--- config.mk ---
export PLATFORM = sky130hd
export DESIGN_NAME = tcb_regs
export DESIGN_NICKNAME = d
export VERILOG_FILES = /design/src/hw/rtl/tcb_pkg.sv /design/src/hw/rtl/tcb_regs.sv
export SDC_FILE = /design/constraint.sdc
export NUM_CORES = 1
export LEC_CHECK = 0
export ABC_AREA = 1
export BUFFER_PORTS_ARGS = -buffer_cell sky130_fd_sc_hd__buf_4
export CAP_MARGIN = 20
export CORE_MARGIN = 3
export CORE_UTILIZATION = 49
export CTS_CLUSTER_SIZE = 28
export DETAILED_ROUTE_END_ITERATION = 16
export PLACE_DENSITY = 0.78
export SYNTH_ARGS = -nofsm -noshare
export SYNTH_HDL_FRONTEND = slang
export SYNTH_SLANG_ARGS = --single-unit
--- constraint.sdc ---
create_clock -name clk_i -period 1 [get_ports clk_i]
set_clock_uncertainty 0.05 [all_clocks]
set_input_delay 0.3 -clock clk_i [delete_from_list [all_inputs] [get_ports clk_i]]
set_output_delay 0.3 -clock clk_i [all_outputs]
set_load 0.05 [all_outputs]
--- src/hw/rtl/tcb_pkg.sv ---
// Shared constants, register codes and data types of the timed crossfade blend.
`default_nettype none

package tcb_pkg;

  // Fade fraction resolution: one is 2**FRAC_W
  localparam int unsigned FRAC_W       = 14;
  localparam int unsigned FRAC_ONE     = 1 << FRAC_W;
  localparam int unsigned FRAC_ONE_W   = FRAC_W + 1;
  localparam int unsigned MAX_ELEMENTS = 4096;

  localparam int unsigned ELAPSED_W  = 31;
  localparam int unsigned DUR_W      = 24;
  localparam int unsigned ALPHA_W    = 15;
  localparam int unsigned IDX_W      = 12;
  localparam int unsigned LEN_W      = 13;
  localparam int unsigned DATA_W     = 32;
  localparam int unsigned CFG_IDX_W  = 3;
  localparam int unsigned CFG_DATA_W = 24;

  localparam int unsigned QUEUE_DEPTH = 4;

  // Start-to-result path: front, queue, divider stages, four blend stages, output
  localparam int unsigned LATENCY = FRAC_W + 7;

  typedef enum logic [CFG_IDX_W-1:0] {
    REG_DURATION = 3'd0,
    REG_ALPHA    = 3'd1,
    REG_START    = 3'd2,
    REG_COUNT    = 3'd3,
    REG_LENGTH   = 3'd4
  } cfg_reg_e;

  typedef struct packed {
    logic [DUR_W-1:0]   duration;
    logic [ALPHA_W-1:0] alpha;
    logic [IDX_W-1:0]   start;
    logic [LEN_W-1:0]   count;
    logic [LEN_W-1:0]   length;
  } cfg_t;

  // Classified item as it travels from the front to the back
  typedef struct packed {
    logic [DUR_W-1:0]  elapsed;
    logic              done;
    logic              written;
    logic [DATA_W-1:0] bg;
    logic [DATA_W-1:0] fg;
  } item_t;

endpackage

`default_nettype wire

--- src/hw/rtl/tcb_regs.sv ---
// Configuration register file of the timed crossfade blend.
`default_nettype none

module tcb_regs
  import tcb_pkg::*;
(
  input  logic                  clk_i,
  input  logic                  rst_ni,
  input  logic                  cfg_valid_i,
  output logic                  cfg_ready_o,
  input  logic [CFG_IDX_W-1:0]  cfg_index_i,
  input  logic [CFG_DATA_W-1:0] cfg_data_i,
  output cfg_t                  cfg_o
);

  cfg_t cfg_q, cfg_d;

  assign cfg_ready_o = 1'b1;

  always_comb begin
    cfg_d = cfg_q;
    if (cfg_valid_i) begin
      case (cfg_reg_e'(cfg_index_i))
        REG_DURATION: cfg_d.duration = cfg_data_i[DUR_W-1:0];
        REG_ALPHA:    cfg_d.alpha    = cfg_data_i[ALPHA_W-1:0];
        REG_START:    cfg_d.start    = cfg_data_i[IDX_W-1:0];
        REG_COUNT:    cfg_d.count    = cfg_data_i[LEN_W-1:0];
        REG_LENGTH:   cfg_d.length   = cfg_data_i[LEN_W-1:0];
        default:      cfg_d          = cfg_q;
      endcase
    end
  end

  always_ff @(posedge clk_i or negedge rst_ni) begin
    if (!rst_ni) begin
      cfg_q.duration <= '0;
      cfg_q.alpha    <= ALPHA_W'(FRAC_ONE);
      cfg_q.start    <= '0;
      cfg_q.count    <= '0;
      cfg_q.length   <= '0;
    end else begin
      cfg_q <= cfg_d;
    end
  end

  assign cfg_o = cfg_q;

endmodule

`default_nettype wire

==> results.yml <==
clocking:
  clock_latency_ns: 0.35
  root_buffer: "clkbuf_8"
  ctsHtreeMaxLevel: 3
  cts-root-to-sink-buffers: 2
  cts_tree: "built"
  cts.sinks: 77
  path_clk_slew_ns: 0.07
  cts_buffers: 9
yosys:
  netlist.area_leader.share_pct: 61.71
  synth_fp_nets: 378
  synth_seq_cells: 77
  yosysUniqueCellTypes: 13
  synthesis.area_um2: 3082
  syn_avg_cell_area_um2: 8.855
  ys_warn_count: 0
  synth_top_cell_by_area: "dfrtp_1"
  ys_seq_area_share_pct: 62.57
  syn_inst: 348
  synthTopCellsByArea: "dfrtp_1 62%, nand2_1 21%, nand3_1 10%, buf_2 2.6%, dfstp_2 0.85%"
timing:
  report.final.slew_viol_count: 0
  finalSetupViolCount: 78
  period_share_pct: 139.4
  fin_crit_ns: 1.394
  finalHoldViolCount: 0
  clock.fmax_mhz: 717.3
  rsz0062_at_grt: "true"
  timing.final.ws_setup_ns: -0.3940
setup_path:
  crit_buf_inv: 1
  timing.rr.start: "cfg_o[17]"
  r2r-end: "cfg_o[17]"
  cp.required_ns: 0.65
  crit_path_end: "cfg_o[52]"
  crit_cells: 1
  rr_worst_depth: 4
  arrival_ns: 1.04
  worstSetupStartpointType: "register"
  worstPathMaxFanout: 2
  end_kind: "output pin"
  path_delay_family: "flip-flops"
  slowest_stage: "dfstp_2"
  critPathLaunch: "cfg_o[52]"
  rrSetupSlack_ns: -0.04
  crit_chain: "buf_8"
  cp_slowest_stage_delay_ns: 0.55
  criticalPathCategory: "register to output pin"
floorplanning:
  die_area_um2: 7277
  die_w_um: 85.31
  initial_core_util_pct: 51.44
  die_y_um: 85.31
  pin_count: 108
  fp-row-count: 28
  core_area_um2: 5991
detailed_routing:
  vias_per_cell: 5.270
  antenna_left: 0
  dr_total_vias: 3141
  wire_per_inst_um: 17.05
  initialDrtViolationCount: 253
  drc: 0
  wl_mm: 10.16
  drt_pass1_iterations: 5
power:
  power.share.clock_pct: 22.4
  switching_share_pct: 39.87
  p_seq_share_pct: 34.8
  leakage_nw: 2.789
  pwr-share-comb_pct: 42.8
  power.density_nw_per_um2: 2384
  p_int_mw: 7.241
  p_sw_mw: 4.802
  ir_drop_mv: 1.537
global_routing:
  antenna_found_initial: 0
  grt_max_degree: 40
  first_global_vias: 3045
  grt_pass1_wl_mm: 15.16
  overflow: 0
  grt_usage_pct: 26.92
placement:
  port-buffer-count: 106
  place.detailed.hpwl_mm: 5.824
  place_congestion: 0.7828
  post-place-cells: 523
  place_ws_ns: -0.2933
  placed_area_um2: 4098
status:
  status: "finished with violations"
  violations: "setup timing"
layout:
  layout_commonest_cell: "nand2_1"
  nets: 546
  syn_to_final_growth_pct: 63.91
  diodes: 0
  design_area_um2: 5051
  largest_reg_flops: 77
  finalNonFillerCells: 596
  drive_gt1_share_pct: 39.35
  layout_common_cells: "171 x nand2_1, 90 x buf_4, 76 x dfrtp_1, 76 x buf_6, 64 x nand3_1"
job:
  drv_cap: 0
hold_path:
  min_path_type: "input pin to register"
  hold_start: "cfg_data_i[17]"
==> synth_stat cells <==
library cell / n
clkbuf_1: 1
nand3_1: 64
inv_2: 4
inv_1: 2
dfrtp_1: 76
nor2_2: 3
nand2_2: 1
dfstp_2: 1
nor2_4: 2
conb_1: 1
buf_2: 16
nand2_1: 174
buf_4: 3
==> kinds of logic after synthesis <==
logic type | Yosys count | synth area share, %
flops | 77 | 62.57
simple gates | 244 | 33.13
other cells | 1 | 0.1217
buf+inv | 26 | 4.182
==> worst min path at each step <==
stage / slack [ns] / to / cells past startpoint
global placement: 0.24 / cfg_o[39] / 2
CTS: 0.12 / cfg_o[73] / 3
floorplan: -0.05 / cfg_o[0] / 0
global route: 0.14 / cfg_o[72] / 3
detailed placement: 0.25 / cfg_o[38] / 2
finish: 0.12 / cfg_o[70] / 3
==> power by group through the flow <==
stage	clock [mW]	combinational, mW	sequential (mW)
after CTS	2.69	4.82	4.15
after floorplan	0	0.582	6.13
after detailed placement	0	4.08	4.11
after global placement	0	4.02	4.10
final	2.70	5.15	4.19
after global routing	2.83	5.40	4.23
==> per-layer routing <==
layer	vias to the layer above	part of all wire (%)	global-route usage [%]
met5	-	0	0
met4	0	2.8	9.784
met3	23	6.7	5.437
met2	131	52	45.06
met1	1556	39	34.82
li1	1431	-	-
==> stage by stage <==
| step | total power, mW | setup TNS [ns] | util [%] | hold WS, ns |
|---|---|---|---|---|
| final | 12.04 | -20.71 | 84.32 | 0.1246 |
| after global routing | 12.46 | -21.79 | 84.32 | 0.1386 |
| after CTS | 11.66 | -20.53 | 81.22 | 0.1169 |
| after detailed placement | 8.197 | -18.13 | 68.40 | 0.2455 |
| after global placement | 8.121 | -16.35 | 68.40 | 0.2408 |
| after floorplan | 6.717 | -1.286 | - | -0.04559 |
==> repair_timing <==
item	in CTS	in global routing
gates resized for setup	78	1
pin swaps	0	0
hold buffers	1	0
setup buffers	32	24
setup endpoints to repair	77	90
endpoints found under the hold margin	76	0
==> layout make-up <==
| type | instances | area, µm² |
|---|---|---|
| Clock buffer | 12 | 155.1 |
| Clock inverter | 4 | 70.07 |
| Fill cell | 324 | 939.7 |
| Inverter | 6 | 30.03 |
| Multi-Input combinational cell | 245 | 1037 |
| Sequential cell | 77 | 1928 |
| Tap cell | 75 | 93.84 |
| Timing Repair Buffer | 177 | 1737 |
Note: power is estimated with default switching activity, not from simulation.
