<file path="src/hw/rtl/tcb_pkg.sv">
// Shared constants, register codes and data types of the timed crossfade blend.
`default_nettype none

package tcb_pkg;

  // Fade fraction resolution: one is 2**FRAC_W
  localparam int unsigned FRAC_W       = 14;
  localparam int unsigned FRAC_ONE     = 1 << FRAC_W;
  localparam int unsigned FRAC_ONE_W   = FRAC_W + 1;
  localparam int unsigned MAX_ELEMENTS = 4096;

  localparam int unsigned ELAPSED_W  = 31;
  localparam int unsigned DUR_W      = 24;
  localparam int unsigned ALPHA_W    = 15;
  localparam int unsigned IDX_W      = 12;
  localparam int unsigned LEN_W      = 13;
  localparam int unsigned DATA_W     = 32;
  localparam int unsigned CFG_IDX_W  = 3;
  localparam int unsigned CFG_DATA_W = 24;

  localparam int unsigned QUEUE_DEPTH = 4;

  // Start-to-result path: front, queue, divider stages, four blend stages, output
  localparam int unsigned LATENCY = FRAC_W + 7;

  typedef enum logic [CFG_IDX_W-1:0] {
    REG_DURATION = 3'd0,
    REG_ALPHA    = 3'd1,
    REG_START    = 3'd2,
    REG_COUNT    = 3'd3,
    REG_LENGTH   = 3'd4
  } cfg_reg_e;

  typedef struct packed {
    logic [DUR_W-1:0]   duration;
    logic [ALPHA_W-1:0] alpha;
    logic [IDX_W-1:0]   start;
    logic [LEN_W-1:0]   count;
    logic [LEN_W-1:0]   length;
  } cfg_t;

  // Classified item as it travels from the front to the back
  typedef struct packed {
    logic [DUR_W-1:0]  elapsed;
    logic              done;
    logic              written;
    logic [DATA_W-1:0] bg;
    logic [DATA_W-1:0] fg;
  } item_t;

endpackage

`default_nettype wire

</file>
<file path="src/hw/rtl/tcb_front.sv">
// Front end: takes commands, decides fade done and bounds, registers the item.
`default_nettype none

module tcb_front
  import tcb_pkg::*;
(
  input  logic                 clk_i,
  input  logic                 rst_ni,
  input  logic                 start_i,
  output logic                 busy_o,
  input  logic [ELAPSED_W-1:0] elapsed_ms_i,
  input  logic [IDX_W-1:0]     offset_i,
  input  logic [DATA_W-1:0]    background_i,
  input  logic [DATA_W-1:0]    foreground_i,
  input  cfg_t                 cfg_i,
  input  logic                 full_i,
  output logic                 push_o,
  output item_t                item_o
);

  logic             valid_q, valid_d;
  item_t            item_q, item_d;
  logic             load;
  logic [LEN_W-1:0] limit;
  logic [LEN_W-1:0] abs_index;

  assign busy_o = valid_q & full_i;
  assign push_o = valid_q & ~full_i;
  assign load   = start_i & ~busy_o;

  assign limit     = (cfg_i.length > LEN_W'(MAX_ELEMENTS)) ? LEN_W'(MAX_ELEMENTS) : cfg_i.length;
  assign abs_index = LEN_W'(cfg_i.start) + LEN_W'(offset_i);

  always_comb begin
    item_d.elapsed = elapsed_ms_i[DUR_W-1:0];
    item_d.done    = (elapsed_ms_i >= ELAPSED_W'(cfg_i.duration));
    item_d.written = (LEN_W'(offset_i) < cfg_i.count) && (abs_index < limit);
    item_d.bg      = background_i;
    item_d.fg      = foreground_i;
  end

  // Hold the item while the queue is full
  assign valid_d = load | (valid_q & full_i);

  always_ff @(posedge clk_i or negedge rst_ni) begin
    if (!rst_ni) begin
      valid_q <= 1'b0;
    end else begin
      valid_q <= valid_d;
    end
  end

  always_ff @(posedge clk_i) begin
    if (load) begin
      item_q <= item_d;
    end
  end

  assign item_o = item_q;

endmodule

`default_nettype wire

</file>
<file path="config.mk">
export PLATFORM = sky130hd
export DESIGN_NAME = tcb_front
export DESIGN_NICKNAME = d
export VERILOG_FILES = /design/src/hw/rtl/tcb_pkg.sv /design/src/hw/rtl/tcb_front.sv
export SDC_FILE = /design/constraint.sdc
export NUM_CORES = 1
export LEC_CHECK = 0
export ABC_CLOCK_PERIOD_IN_PS = 5700
export BUFFER_PORTS_ARGS = -buffer_cell sky130_fd_sc_hd__buf_2
export CAP_MARGIN = 40
export CORE_AREA = 2 2 108 110
export CTS_CLUSTER_DIAMETER = 150
export DETAILED_ROUTE_END_ITERATION = 6
export DIE_AREA = 0 0 110 112
export PLACE_DENSITY = 0.78
export SLEW_MARGIN = 20
export SYNTH_ARGS = -nofsm -noshare
export SYNTH_HDL_FRONTEND = slang
export SYNTH_SLANG_ARGS = --single-unit
export TNS_END_PERCENT = 30
</file>
<file path="constraint.sdc">
create_clock -name clk_i -period 5.7 [get_ports clk_i]
set_clock_uncertainty 0.2 [all_clocks]
set_input_delay 1.14 -clock clk_i [delete_from_list [all_inputs] [get_ports clk_i]]
set_output_delay 1.14 -clock clk_i [all_outputs]
set_load 0.005 [all_outputs]
</file>
==> results.tsv <==
stage	metric	value	unit
yosys	ys_warn_count	0	
yosys	syn-cell-area	0.00446	mm^2
global_routing	maximum_number_of_pins_on_one_net_before_global_route_repair	65	
floorplanning	die_area	0.0123	mm^2
yosys	post_synthesis_async_set_or_reset_flop_share	0.0110	
global_routing	grt_antenna_before_repair	0	
global_routing	grt_first_pass_wirelength	17500	um
layout	most-common-layout-cells	buf_2, edfxtp_1, ha_1	
floorplanning	die_width	110	um
pwr	ir_worst_vdd	0.242	mV
setup_path	worstSetupStartpointType	input port	
clock_network	clock_path_buffers	2	
pwr	power.total	0.00168	W
hold_path	min-delay-path-class	in2async	
floorplanning	core	0.0112	mm^2
yosys	synth-xor-area-share	0.0196	
sta	worst_margin_pin_slew	0.454	ns
setup_path	worst_ep_arrival_time	3.78	ns
yosys	synth_mux_area_frac	0	
placed_design	io_buffer_count	264	
detailed_routing	vias	3686	
sta	slew-limit-headroom	0.689	
setup_path	timing.critical_path.cells	buf_2 > ha_1 > inv_1 > fa_1 > nor2b_1 > o2111ai_1 > nand4b_1 > a31oi_1 > xnor2_1 > ha_1 > a21o_1 > a21o_1 > a21oi_1 > o21ai_0 > nor3_1	
detailed_routing	drt_drc_violations_left	0	
yosys	syn_inst	329	
pwr	p_leak	3.05	nW
yosys	synth_simple_gate_area_frac	0.0754	
yosys	synth_enable_flop_cells	90	
setup_path	required	5.67	ns
placed_design	detailedPlacementHpwl	10000	um
clock_network	tritoncts_clock_tree	yes	
setup_path	setup.worst_path.end_class	flop	
setup_path	crit_path_max_fanout	4	
detailed_routing	viasPerCell	4.90	
sta	min_period_over_period	0.668	
detailed_routing	drt_first_pass_iters	4	
floorplanning	top_level_i_o_count	280	
yosys	synth_area_per_cell	13.6	um^2
yosys	synth.ff_latch_count	91	
yosys	synth_flop_cell	edfxtp_1	
setup_path	path_class	in2reg	
clock_network	cts_repair_resize_count	0	
clock_network	tritoncts.num_buffers	9	
clock_network	worst_setup_hold_path_clk_slew	0.07	ns
setup_path	timing.reg2reg.setup_slack	3.76	ns
placed_design	place_worst_setup_slack	1.56	ns
clock_network	clock_sink_count	91	
detailed_routing	antenna_violating_nets_post_route	0	
placed_design	dpl_cell_area	0.00600	mm^2
sta	setup_slack	1.89	ns
layout	commonest_non_fill_non_tap_cell_in_the_layout	buf_2	
sta	report.final.hold_viol_count	0	
global_routing	grt_overflow	0	
sta	final_setup_fails	0	
pwr	pwr_density_cell	266	mW/mm^2
yosys	syn-num-nets	577	
detailed_routing	drt-wirelength-per-cell	15.9	um
layout	layout-drive-gt1-share	0.470	
global_routing	grt_util_all_layers	0.188	
clock_network	post-cts-setup-buffer-count	0	
clock_network	clk_latency	0.33	ns
placed_design	gp_congestion	0.874	
global_routing	grt_pass1_vias	3640	
yosys	synth_top_family_by_area	adder cells	
sta	finalHoldWorstSlack	0.367	ns
yosys	synth-adder-area-share	0.170	
setup_path	critical-path-max-stage-delay	0.39	ns
status	run_status	complete, no violations	
yosys	ys_types	37	
clock_network	h-tree-depth	3	
layout	antenna-diode-count	0	
layout	postLayoutCellArea	0.00631	mm^2
yosys	synth_compound_area_frac	0.0880	
job	drv_cap	0	
floorplanning	initial_utilization	0.400	
layout	area_overhead_of_the_layout_relative_to_synthesis	41.3	%
setup_path	critPathSlowestCell	fa_1	
sta	max_slew_violation_count	0	
floorplanning	floorplan.die.height	112	um
layout	final_nets	853	
floorplanning	row_count	39	
sta	fin_tns_setup	0	ns
clock_network	cts.hold.buffers_added	0	
sta	final_period_minus_worst_setup_slack	3.81	ns
detailed_routing	violation_count_after_the_first_detailed_route_iteration	150	
sta	maxClockFrequency	263	MHz
clock_network	cts_root_cell	clkbuf_16	
sta	rsz0062_at_grt	false	
yosys	yosysSeqAreaShare	0.611	
detailed_routing	detail_route.wirelength	12000	um
-- cells by family (layout without fill, tap and decap cells) --
logic type,Yosys count,count (layout)
buffers and inverters,43,324
DFF,91,91
adders and majority gates,60,60
xor gates and xnor gates,10,10
AOI/OAI and AO/OA,60,60
and+or+nand+nor,65,65
-- layer usage --
| layer | global-route usage | wire (um) |
|---|---|---|
| met5 | 0 | 0 |
| met4 | 0.0608 | 221 |
| met3 | 0.0544 | 1110 |
| met2 | 0.352 | 6340 |
| met1 | 0.196 | 4300 |
-- cell usage after synthesis (2+ instances only) --
| master | count | area share |
|---|---|---|
| nand4_1 | 7 | 0.0098 |
| xnor2_1 | 6 | 0.012 |
| o41a_1 | 2 | 0.0050 |
| nand3_1 | 5 | 0.0056 |
| o21ai_0 | 14 | 0.016 |
| nand4b_1 | 2 | 0.0039 |
| a211oi_1 | 4 | 0.0067 |
| a21oi_1 | 14 | 0.016 |
| nor3_1 | 7 | 0.0078 |
| nor2b_1 | 4 | 0.0056 |
| ha_1 | 59 | 0.17 |
| inv_1 | 42 | 0.035 |
| a21o_1 | 13 | 0.022 |
| xor2_1 | 4 | 0.0078 |
| nor2_1 | 11 | 0.0092 |
| edfxtp_1 | 90 | 0.61 |
| nand2_1 | 16 | 0.013 |
| a31oi_1 | 5 | 0.0070 |
| or2_2 | 2 | 0.0028 |
| a2111oi_0 | 2 | 0.0039 |
| nand2b_1 | 3 | 0.0042 |
| or3_1 | 2 | 0.0028 |
-- area by class of cell --
cell class	count	area, um^2
repair buffers	266	1360
flip-flops and latches	91	2730
clock inverters	7	81.3
inverters	42	158
clock buffers	9	225
fillers	910	4860
multi-input cells	195	1580
well taps	143	179
-- sequential cells by signal, summed over array words and instances, names as in the netlist --
| register | flops |
|---|---|
| item_o | 90 |
| valid_q | 1 |
-- stage by stage --
step,instances,util
3_5_place_dp,737,0.537
2_1_floorplan,329,-
6_report,753,0.565
5_1_grt,753,0.565
4_1_cts,753,0.565
3_3_place_gp,736,0.535
-- power by group --
part / switching (W) / internal (W) / total [W] / leakage, nW
registers: 0.00000886 / 0.000781 / 0.000790 / 0.866
logic: 0.000148 / 0.000143 / 0.000290 / 2.04
clock network: 0.000255 / 0.000346 / 0.000601 / 0.141
-- path summary, 6_finish.rpt --
path | cells after the start | start | end
worst max register to register | 4 | valid_q | item_o[65]
max in group asynchronous | 1 | rst_ni | valid_q
worst min register to register | 2 | valid_q | valid_q
worst max-delay path | 15 | offset_i[0] | item_o[64]
worst min-delay path | 1 | rst_ni | valid_q
min in group clk_i | 2 | valid_q | valid_q
-- worst max-delay path, delay by kind of cell --
family / cells / cell delay [ns]
compound gates: 6 / 0.89
xor+xnor: 1 / 0.14
fa+ha+maj: 3 / 0.87
buf+inv: 2 / 0.14
simple gates: 3 / 0.58
Note: power is estimated with default switching activity, not from simulation.
