$ cat src/hw/rtl/tcb_pkg.sv
// Shared constants, register codes and data types of the timed crossfade blend.
`default_nettype none

package tcb_pkg;

  // Fade fraction resolution: one is 2**FRAC_W
  localparam int unsigned FRAC_W       = 14;
  localparam int unsigned FRAC_ONE     = 1 << FRAC_W;
  localparam int unsigned FRAC_ONE_W   = FRAC_W + 1;
  localparam int unsigned MAX_ELEMENTS = 4096;

  localparam int unsigned ELAPSED_W  = 31;
  localparam int unsigned DUR_W      = 24;
  localparam int unsigned ALPHA_W    = 15;
  localparam int unsigned IDX_W      = 12;
  localparam int unsigned LEN_W      = 13;
  localparam int unsigned DATA_W     = 32;
  localparam int unsigned CFG_IDX_W  = 3;
  localparam int unsigned CFG_DATA_W = 24;

  localparam int unsigned QUEUE_DEPTH = 4;

  // Start-to-result path: front, queue, divider stages, four blend stages, output
  localparam int unsigned LATENCY = FRAC_W + 7;

  typedef enum logic [CFG_IDX_W-1:0] {
    REG_DURATION = 3'd0,
    REG_ALPHA    = 3'd1,
    REG_START    = 3'd2,
    REG_COUNT    = 3'd3,
    REG_LENGTH   = 3'd4
  } cfg_reg_e;

  typedef struct packed {
    logic [DUR_W-1:0]   duration;
    logic [ALPHA_W-1:0] alpha;
    logic [IDX_W-1:0]   start;
    logic [LEN_W-1:0]   count;
    logic [LEN_W-1:0]   length;
  } cfg_t;

  // Classified item as it travels from the front to the back
  typedef struct packed {
    logic [DUR_W-1:0]  elapsed;
    logic              done;
    logic              written;
    logic [DATA_W-1:0] bg;
    logic [DATA_W-1:0] fg;
  } item_t;

endpackage

`default_nettype wire

$ cat src/hw/rtl/tcb_queue.sv
// Small FIFO of classified items between the front and the back.
`default_nettype none

module tcb_queue
  import tcb_pkg::*;
#(
  parameter int unsigned DEPTH = QUEUE_DEPTH
) (
  input  logic  clk_i,
  input  logic  rst_ni,
  input  logic  push_i,
  input  item_t item_i,
  input  logic  pop_i,
  output item_t item_o,
  output logic  empty_o,
  output logic  full_o
);

  localparam int unsigned PTR_W = (DEPTH > 1) ? $clog2(DEPTH) : 1;
  localparam int unsigned CNT_W = $clog2(DEPTH + 1);

  item_t            mem_q [DEPTH];
  logic [PTR_W-1:0] wr_ptr_q, wr_ptr_d;
  logic [PTR_W-1:0] rd_ptr_q, rd_ptr_d;
  logic [CNT_W-1:0] count_q, count_d;

  assign empty_o = (count_q == '0);
  assign full_o  = (count_q == CNT_W'(DEPTH));

  always_comb begin
    wr_ptr_d = wr_ptr_q;
    rd_ptr_d = rd_ptr_q;
    count_d  = count_q;
    if (push_i) begin
      wr_ptr_d = (wr_ptr_q == PTR_W'(DEPTH - 1)) ? '0 : wr_ptr_q + PTR_W'(1);
    end
    if (pop_i) begin
      rd_ptr_d = (rd_ptr_q == PTR_W'(DEPTH - 1)) ? '0 : rd_ptr_q + PTR_W'(1);
    end
    if (push_i && !pop_i) begin
      count_d = count_q + CNT_W'(1);
    end else if (pop_i && !push_i) begin
      count_d = count_q - CNT_W'(1);
    end
  end

  always_ff @(posedge clk_i or negedge rst_ni) begin
    if (!rst_ni) begin
      wr_ptr_q <= '0;
      rd_ptr_q <= '0;
      count_q  <= '0;
    end else begin
      wr_ptr_q <= wr_ptr_d;
      rd_ptr_q <= rd_ptr_d;
      count_q  <= count_d;
    end
  end

  always_ff @(posedge clk_i) begin
    if (push_i) begin
      mem_q[wr_ptr_q] <= item_i;
    end
  end

  assign item_o = mem_q[rd_ptr_q];

endmodule

`default_nettype wire

$ cat config.mk
export PLATFORM = sky130hd
export DESIGN_NAME = tcb_queue
export DESIGN_NICKNAME = d
export VERILOG_FILES = /design/src/hw/rtl/tcb_pkg.sv /design/src/hw/rtl/tcb_queue.sv
export SDC_FILE = /design/constraint.sdc
export NUM_CORES = 1
export LEC_CHECK = 0
export ABC_AREA = 1
export BUFFER_PORTS_ARGS = -buffer_cell sky130_fd_sc_hd__buf_2
export CORE_AREA = 2 2 198 200
export DETAILED_ROUTE_END_ITERATION = 8
export DIE_AREA = 0 0 200 202
export GPL_ROUTABILITY_DRIVEN = 0
export PLACE_DENSITY = 0.68
export SETUP_SLACK_MARGIN = 0.2
export SLEW_MARGIN = 30
export SYNTH_ARGS = -nofsm -noshare
export SYNTH_HDL_FRONTEND = slang
export SYNTH_SLANG_ARGS = --single-unit
export TNS_END_PERCENT = 30
$ cat constraint.sdc
create_clock -name clk_i -period 3.9 [get_ports clk_i]
set_input_delay 0.585 -clock clk_i [delete_from_list [all_inputs] [get_ports clk_i]]
set_output_delay 0.585 -clock clk_i [all_outputs]
set_load 0.1 [all_outputs]
==> qor.txt, run 1 <==
Outcome -> finished, final reports clean
Hold_sp -> item_i[64]
Die ar. -> 40400 µm²
Critical path endpoint category -> output pin
Crit start category -> flop
CTS root buffer -> clkbuf_16
Syn_nets -> 1202
RR Endpoint -> mem_q[0][60]
Row cnt -> 72
Hold Buf Count CTS -> 1
Clk buf depth -> 3
Worst path max stage delay -> 0.48 ns
Syn_area_per_cell -> 13.8 µm²
Worst Path Arrival -> 2.75 ns
Peak Freq -> 300 MHz
Die H -> 202 µm
Starting Density -> 39.6%
DP HPWL -> 17300 µm
Post-CTS Repair Setup Buffers -> 0
Grt total ovfl -> 0
Reg2reg path depth -> 5
Hold EP -> mem_q[1][64]
RSZ-0062 raised after global routing -> false
Yosys warns -> 0
Cells after DPL -> 1763
Post-CTS Resized -> 0
CP required -> 3.31 ns
CTS tree -> yes
Largest net degree at the start of global routing -> 125
Initial antenna violation count -> 2
Total Wirelength -> 29400 µm
DIE WIDTH -> 200 µm
DR iter-0 viols -> 423
Max Clock Skew -> 0.0154 ns
Distinct cell type count after synthesis -> 20
DR WL/cell -> 16.0 µm
Detail Route Antenna Nets -> 0
CP delay by family, top -> buffers and inverters
DRC -> 0
Period utilization -> 85.6%
Bufs and invs on worst path -> 3
Clock Pin Slew Worst Setup and Hold Paths -> 0.06 ns
DRT Pass-1 Iters -> 4
Skew-Pair Late Insertion Delay -> 0.54 ns
Worst rel slew slack -> 49.8%
Setup TNS -> 0 ns
Pins Over Slew Limit -> 0
GRT Util Overall -> 14.9%
Slew @ Worst Pin -> 0.753 ns
Clock net sink count -> 367
I/O pins -> 186
Area grow syn2layout -> 17.1%
First-pass GRT wire length -> 46000 µm
Max Cap Violations -> 0
Register area share after synthesis -> 72.5%
Setup Viol. Count Final -> 0
CP Class -> flop to output pin
Port Buf Inserts -> 185
Worst hold path cell count -> 1
Final Hold Vio Count -> 0
Reg2Reg Setup Slack -> 1.84 ns
R2R Path Start -> wr_ptr_q[0]
Post-Syn Instances -> 1101
CP Max Fanout -> 124
DR vias -> 8617
Htree depth -> 2
Inserted Clock Buffers -> 40
Routed vias/inst -> 4.69
Most frequent cells in the layout -> 360 x edfxtp_1, 285 x nand2_1, 187 x inv_1
Worst path cell trace -> clkinv_8 -> buf_12 -> nand2_1 -> o211ai_2 -> nand2_1 -> buf_2
Layout Cells excl Fill -> 1837
Core area -> 38300 µm²
Vias in the first global route -> 8525
Worst hold-check path type -> input pin to flop
Nets@finish -> 1389
Crit-path most repeated cell -> nand2_1
Mapped Area -> 15200 µm²
Most common cell after layout, fill and taps aside -> edfxtp_1
Layout cells sized above 1 -> 26.5%
Min cycle time layout -> 3.34 ns
Crit-path slowest cell -> dfrtp_1
Number of synthesized register bits -> 367
==> worst register-to-register path, stage by stage (launching register included) <==
cell and delay [ns]:
dfrtp_1 0.42, inv_1 0.12, ha_1 0.17, nand2_1 0.08, inv_4 0.50, buf_4 0.44
==> logic make-up (layout without fill, tap and decap cells) <==
kind of cell | after synthesis | in the layout | synth area share [%]
buf+inv | 251 | 467 | 7.58
fa+ha+maj | 7 | 7 | 0.628
xor+xnor | 1 | 1 | 0.0578
other cells | 0 | 2 | 0
flops | 367 | 367 | 72.5
simple gates | 291 | 291 | 7.25
compound gates | 184 | 184 | 12.0
==> cells in the mapped netlist <==
library cell | count | share of area (%)
nor2_1 | 2 | 0.050
o211ai_2 | 89 | 7.3
edfxtp_1 | 360 | 71
nand2_1 | 285 | 7.1
inv_2 | 1 | 0.025
o21ai_0 | 4 | 0.13
buf_4 | 1 | 0.050
o211ai_1 | 91 | 4.5
inv_4 | 1 | 0.041
buf_6 | 22 | 1.6
clkbuf_1 | 7 | 0.17
ha_1 | 6 | 0.50
dfrtp_1 | 7 | 1.2
nand3_1 | 1 | 0.033
buf_2 | 28 | 0.92
fa_1 | 1 | 0.13
xnor2_1 | 1 | 0.058
inv_1 | 191 | 4.7
nand4_1 | 1 | 0.041
nor3_1 | 2 | 0.066
==> registers in the layout, summed over array words and instances, names as in the netlist <==
signal	count
rd_ptr_q	2
wr_ptr_q	2
count_q	3
mem_q	360
==> per-stage QoR <==
step | hold WS [ns] | util (%) | cell area (µm²) | setup slack (ns)
after global routing | 0.228 | 46.3 | 17700 | 0.388
after detailed placement | 0.438 | 43.2 | 16500 | 1.13
final | 0.254 | 46.3 | 17700 | 0.562
after CTS | 0.217 | 46.3 | 17700 | 0.532
after global placement | 0.438 | 43.2 | 16500 | 1.19
after floorplan | 0.289 | - | 15200 | 0.811
==> worst max-delay path by stage <==
stage,depth (start not counted),slack (ns),from,to
6_report,6,0.56,rd_ptr_q[0],item_o[27]
5_1_grt,6,0.39,rd_ptr_q[0],item_o[27]
4_1_cts,6,0.53,rd_ptr_q[0],item_o[27]
3_5_place_dp,6,1.13,rd_ptr_q[0],item_o[27]
3_3_place_gp,6,1.19,rd_ptr_q[0],item_o[44]
2_1_floorplan,1,0.81,count_q[0],empty_o
==> layer usage <==
metal / track usage [%] / part of all wire, % / up-vias
li1: - / - / 4227
met5: 0 / 0 / -
met4: 7.22 / 3.5 / 0
met1: 17.4 / 41 / 4126
met3: 3.37 / 5.2 / 71
met2: 25.7 / 50 / 193
==> final cells by class <==
class                           count  area, µm²
Fill cell                        3362      20500
Sequential cell                   367      11000
Multi-Input combinational cell    483       3020
Timing Repair Buffer              203       1150
Clock buffer                       49       1060
Inverter                          193        748
Tap cell                          518        648
Clock inverter                     22        128
Antenna cell                        2       5.00
Power of run 1 is not shown: default switching activity piles up to over one toggle a cycle in this logic, so the estimate is an artifact.
==> inputs of run 2 (changes only) <==
Settings changed: ABC_AREA 1 to not set, CORE_AREA 2 2 198 200 to 2 2 167 169, DIE_AREA 0 0 200 202 to 0 0 169 171, PLACE_DENSITY 0.68 to 0.8, RECOVER_POWER set to 50.
==> run 2 against run 1 <==
The flow now finishes with violations (capacitance limit, slew limit); area after synthesis is 12% lower; maximum frequency up 0.54%; die area down 28%; critical path type unchanged; largest cell class unchanged.
==> qor.txt, run 2 <==
Die H -> 171 µm
DRC -> 0
Peak Freq -> 301 MHz
Number of synthesized register bits -> 367
First-pass GRT wire length -> 36600 µm
Pins Over Slew Limit -> 63
Port Buf Inserts -> 185
Critical path endpoint category -> output pin
Max Cap Violations -> 2
CTS root buffer -> clkbuf_16
Distinct cell type count after synthesis -> 18
Setup TNS -> 0 ns
Clock net sink count -> 367
Worst Path Arrival -> 2.74 ns
Starting Density -> 49.1%
Synth Flop Type -> edfxtp_1
I/O pins -> 186
Routed vias/inst -> 5.39
Cell taking the most area after synthesis -> edfxtp_1
Vias in the first global route -> 6341
DR iter-0 viols -> 455
Yosys warns -> 0
Inserted Clock Buffers -> 37
Post-CTS Resized -> 0
Core area -> 27300 µm²
Hold Buf Count CTS -> 1
Synth top area cells -> edfxtp_1 81%, mux4_2 15%, dfrtp_1 1.3%
Worst path max stage delay -> 0.95 ns
DR vias -> 5917
Worst rel slew slack -> -42.3%
CP Class -> flop to output pin
Post-synth ARST share -> 1.91%
RSZ-0062 raised after global routing -> false
Layout cells sized above 1 -> 33.7%
Setup Viol. Count Final -> 0
Crit start category -> flop
Nets@finish -> 823
CP Max Fanout -> 39
Most common cell after layout, fill and taps aside -> edfxtp_1
Post-Syn Instances -> 507
Worst path cell trace -> buf_4 -> mux4_2 -> buf_2
Skew-Pair Late Insertion Delay -> 0.51 ns
Fill cell count -> 1970
Area grow syn2layout -> 18.9%
Most frequent cell after synthesis -> edfxtp_1
Syn_area_per_cell -> 26.4 µm²
CP required -> 3.31 ns
Initial antenna violation count -> 1
Total Wirelength -> 24000 µm
Crit-path slowest cell -> dfrtp_4
Mapped Area -> 13400 µm²
Failing checks -> capacitance limit, slew limit
Largest Register -> mem_q
Post-synth top area share -> 80.6%
Slew @ Worst Pin -> 2.13 ns
GRT Util Overall -> 16.9%
Area of the multi-input gates -> 2250 µm²
Biggest regs -> mem_q x360, count_q x3
Final Hold Vio Count -> 0
Clk buf depth -> 3
Largest net degree at the start of global routing -> 65
DP HPWL -> 14200 µm
Max Clock Skew -> 0.00894 ns
Worst hold-check path type -> input pin to flop
CTS tree -> yes
DIE WIDTH -> 169 µm
Bufs and invs on worst path -> 2
Detail Route Antenna Nets -> 0
Die ar. -> 28900 µm²
Row cnt -> 61
CP delay by family, top -> flip-flops
Max reg flops -> 360
Syn_nets -> 608
Grt total ovfl -> 0
Register area -> 11000 µm²
Synth cell count leaders -> 360 x edfxtp_1, 90 x mux4_2, 10 x buf_2
DR WL/cell -> 21.8 µm
Min cycle time layout -> 3.32 ns
Outcome -> finished, violations left
Register area share after synthesis -> 81.9%
Clock Pin Slew Worst Setup and Hold Paths -> 0.06 ns
Most frequent cells in the layout -> 360 x edfxtp_1, 97 x clkbuf_1, 93 x buf_2
Htree depth -> 2
Post-CTS Repair Setup Buffers -> 0
Period utilization -> 85.1%
Post-synth EDFFs -> 360
DRT Pass-1 Iters -> 5
[run 2: changes by cell type after synthesis, moves of 2 or more]
cell      before  now
nand2_1      285    2
inv_1        191    4
o211ai_1      91    0
mux4_2         0   90
o211ai_2      89    0
buf_2         28   10
buf_6         22    9
clkbuf_1       7    0
and2_1         0    4
mux2_2         0    3
o21ai_0        4    2
xor2_1         0    2
[run 2: stage by stage]
step / instance area (µm²) / setup WS [ns] / hold WS, ns / cells / util, %
2_1_floorplan: 13400 / 0.662 / 0.289 / 507 / -
3_3_place_gp: 14800 / 1.09 / 0.429 / 1028 / 54.1
3_5_place_dp: 14800 / 1.04 / 0.433 / 1028 / 54.1
4_1_cts: 16100 / 0.487 / 0.265 / 1096 / 58.8
5_1_grt: 15900 / 0.406 / 0.330 / 1096 / 58.3
6_report: 15900 / 0.580 / 0.330 / 1097 / 58.3
[run 2: final cells by class]
type,count,area share [%]
clock inverters,23,1.66
well taps,346,2.72
inverters,4,0.0942
diodes,1,0.0157
repair buffers,196,6.17
multi-input cells,116,14.1
clock buffers,44,6.24
flip-flops and latches,367,69.0
[run 2: final timing paths]
check,from,end,slack (ns),cells after the start
max in group asynchronous,rst_ni,rd_ptr_q[0],3.02,2
max,rd_ptr_q[0],item_o[12],0.58,3
min reg2reg,count_q[2],count_q[2],0.51,1
min in group asynchronous,rst_ni,count_q[1],0.53,2
max reg2reg,wr_ptr_q[1],mem_q[1][57],0.83,4
min,item_i[69],mem_q[1][69],0.33,1
[run 2: logic make-up after synthesis]
logic type	count (synthesis)	share of synthesized area, %
adders and majority gates	7	0.709
and+or+nand+nor	11	0.420
DFF	367	81.9
buffers and inverters	24	1.30
AOI/OAI and AO/OA	2	0.0747
muxes	93	15.4
xor gates and xnor gates	3	0.196
[run 2: per-layer routing]
metal	GRT usage, %	share of wire [%]	up-vias
met4	4.98	2.7	2
li1	-	-	2622
met5	0	0.042	-
met2	29.0	51	192
met3	4.23	6.1	54
met1	21.5	40	3047
Power of run 2 is left out for the same reason.
==> inputs of run 3 (changes only) <==
Settings changed: CELL_PAD_IN_SITES_DETAIL_PLACEMENT set to 1, CELL_PAD_IN_SITES_GLOBAL_PLACEMENT set to 2, CORE_AREA 2 2 167 169 to 2 2 176 178, DIE_AREA 0 0 169 171 to 0 0 178 180, PLACE_DENSITY 0.8 to 0.88.
==> run 3 against run 2 <==
The run still ends with capacitance limit, slew limit left; global-route usage up 0.72 points; routed wire length up 15%; sequential cell count unchanged; hold slack better by 0.012 ns; sequential share of layout area down 0.060 points; via count up 3.3%; critical path depth unchanged; critical endpoint is now item_o[30]; largest cell class unchanged.
==> qor.txt, run 3 (same netlist as run 2, synthesis figures left out) <==
Outcome -> finished, violations left
Failing checks -> capacitance limit, slew limit
Nets@finish -> 826
CP Class -> flop to output pin
Detail Route Antenna Nets -> 0
Setup TNS -> 0 ns
I/O pins -> 186
Port Buf Inserts -> 185
Min cycle time layout -> 3.28 ns
RR Endpoint -> mem_q[1][31]
Die H -> 180 µm
DR iter-0 viols -> 509
Peak Freq -> 305 MHz
Stages on the worst setup path -> 3
Inserted Clock Buffers -> 39
Period utilization -> 84.1%
Clock Pin Slew Worst Setup and Hold Paths -> 0.06 ns
Worst path cell trace -> buf_4 -> mux4_2 -> buf_2
CP delay by family, top -> flip-flops
Worst hold-check path type -> input pin to flop
Max reg flops -> 360
Die ar. -> 32000 µm²
CP required -> 3.31 ns
CTS tree -> yes
Starting Density -> 44.4%
Worst Setup EP -> item_o[30]
Dpl cell area -> 14800 µm²
Core area -> 30200 µm²
Grt total ovfl -> 0
Vias in the first global route -> 6928
Worst path max stage delay -> 1.04 ns
First-pass GRT wire length -> 42000 µm
Crit-path slowest cell -> dfrtp_4
DRT Pass-1 Iters -> 4
Layout cells sized above 1 -> 33.4%
Max Clock Skew -> 0.0178 ns
Largest net degree at the start of global routing -> 63
Reg2reg path depth -> 4
Total Wirelength -> 27400 µm
Critical path endpoint category -> output pin
CP Max Fanout -> 62
Max Cap Violations -> 2
RSZ-0062 raised after global routing -> false
DR WL/cell -> 24.0 µm
Setup Viol. Count Final -> 0
DIE WIDTH -> 178 µm
Row cnt -> 64
DRC -> 0
Design area -> 16000 µm²
Worst rel slew slack -> -34.4%
Worst Path Arrival -> 2.70 ns
DP HPWL -> 17100 µm
CTS root buffer -> clkbuf_16
Htree depth -> 2
Slew @ Worst Pin -> 2.01 ns
DR vias -> 6110
Reg2Reg Setup Slack -> 1.08 ns
Routed vias/inst -> 5.34
Critical path origin -> rd_ptr_q[1]
R2R Path Start -> wr_ptr_q[1]
Clk buf depth -> 3
Post-CTS Repair Setup Buffers -> 0
Clock net sink count -> 367
GRT Util Overall -> 17.6%
Area grow syn2layout -> 19.0%
Biggest regs -> mem_q x360, count_q x3
Bufs and invs on worst path -> 2
Skew-Pair Late Insertion Delay -> 0.51 ns
Hold WS -> 0.342 ns
Crit start category -> flop
Initial antenna violation count -> 1
Most common cell after layout, fill and taps aside -> edfxtp_1
Pins Over Slew Limit -> 38
Final Hold Vio Count -> 0
Largest Register -> mem_q
Most frequent cells in the layout -> 360 x edfxtp_1, 100 x clkbuf_1, 93 x buf_2
run 3: cell types whose count changed in the layout (fill, tap and decap cells not counted):
cell,previous run,this run
clkinv_4,1,0
and2_0,1,2
clkbuf_1,97,100
inv_6,1,0
clkbuf_16,39,41
clkinv_1,9,7
and2_1,1,0
buf_12,7,6
buf_16,0,2
bufinv_16,6,2
run 3: cell type report:
| type | instances | area, µm² |
|---|---|---|
| Fill cell | 2670 | 14200 |
| Tap cell | 396 | 495 |
| Clock inverter | 15 | 119 |
| Timing Repair Buffer | 197 | 1020 |
| Antenna cell | 1 | 2.50 |
| Clock buffer | 49 | 1060 |
| Inverter | 4 | 15.0 |
| Multi-Input combinational cell | 116 | 2250 |
| Sequential cell | 367 | 11000 |
run 3: worst min-delay path by stage:
stage,from,endpoint,cells after the start
after floorplan,rst_ni,count_q[0],0
after CTS,item_i[74],mem_q[1][74],1
after detailed placement,rst_ni,count_q[2],1
final,item_i[74],mem_q[1][74],1
after global routing,item_i[33],mem_q[1][33],1
after global placement,rst_ni,count_q[1],1
run 3: stage by stage:
step                      utilization [%]  cells  setup slack [ns]
after global placement               49.1   1077              1.22
final                                52.8   1145             0.618
after floorplan                         -    507             0.662
after global routing                 52.8   1145             0.515
after detailed placement             49.1   1077              1.15
after CTS                            53.1   1142             0.588
run 3: worst register-to-register path, delay by kind of cell (launching register included):
| family | cells | cell delay (ns) |
|---|---|---|
| and+or+nand+nor | 1 | 1.48 |
| buffers and inverters | 2 | 0.42 |
| DFF | 1 | 0.40 |
| adders and majority gates | 1 | 0.14 |
run 3: metal layers:
layer,GRT usage [%],share of wire (%)
met1,22.1,39
met4,5.48,2.7
met3,3.87,5.3
met5,0,0
met2,30.4,53
run 3: what timing repair did:
item / 4_1_cts / 5_1_grt
hold buffers: 1 / 0
endpoints found under the hold margin: 7 / 0
gates resized for setup: 0 / 0
Power of run 3 is left out for the same reason.
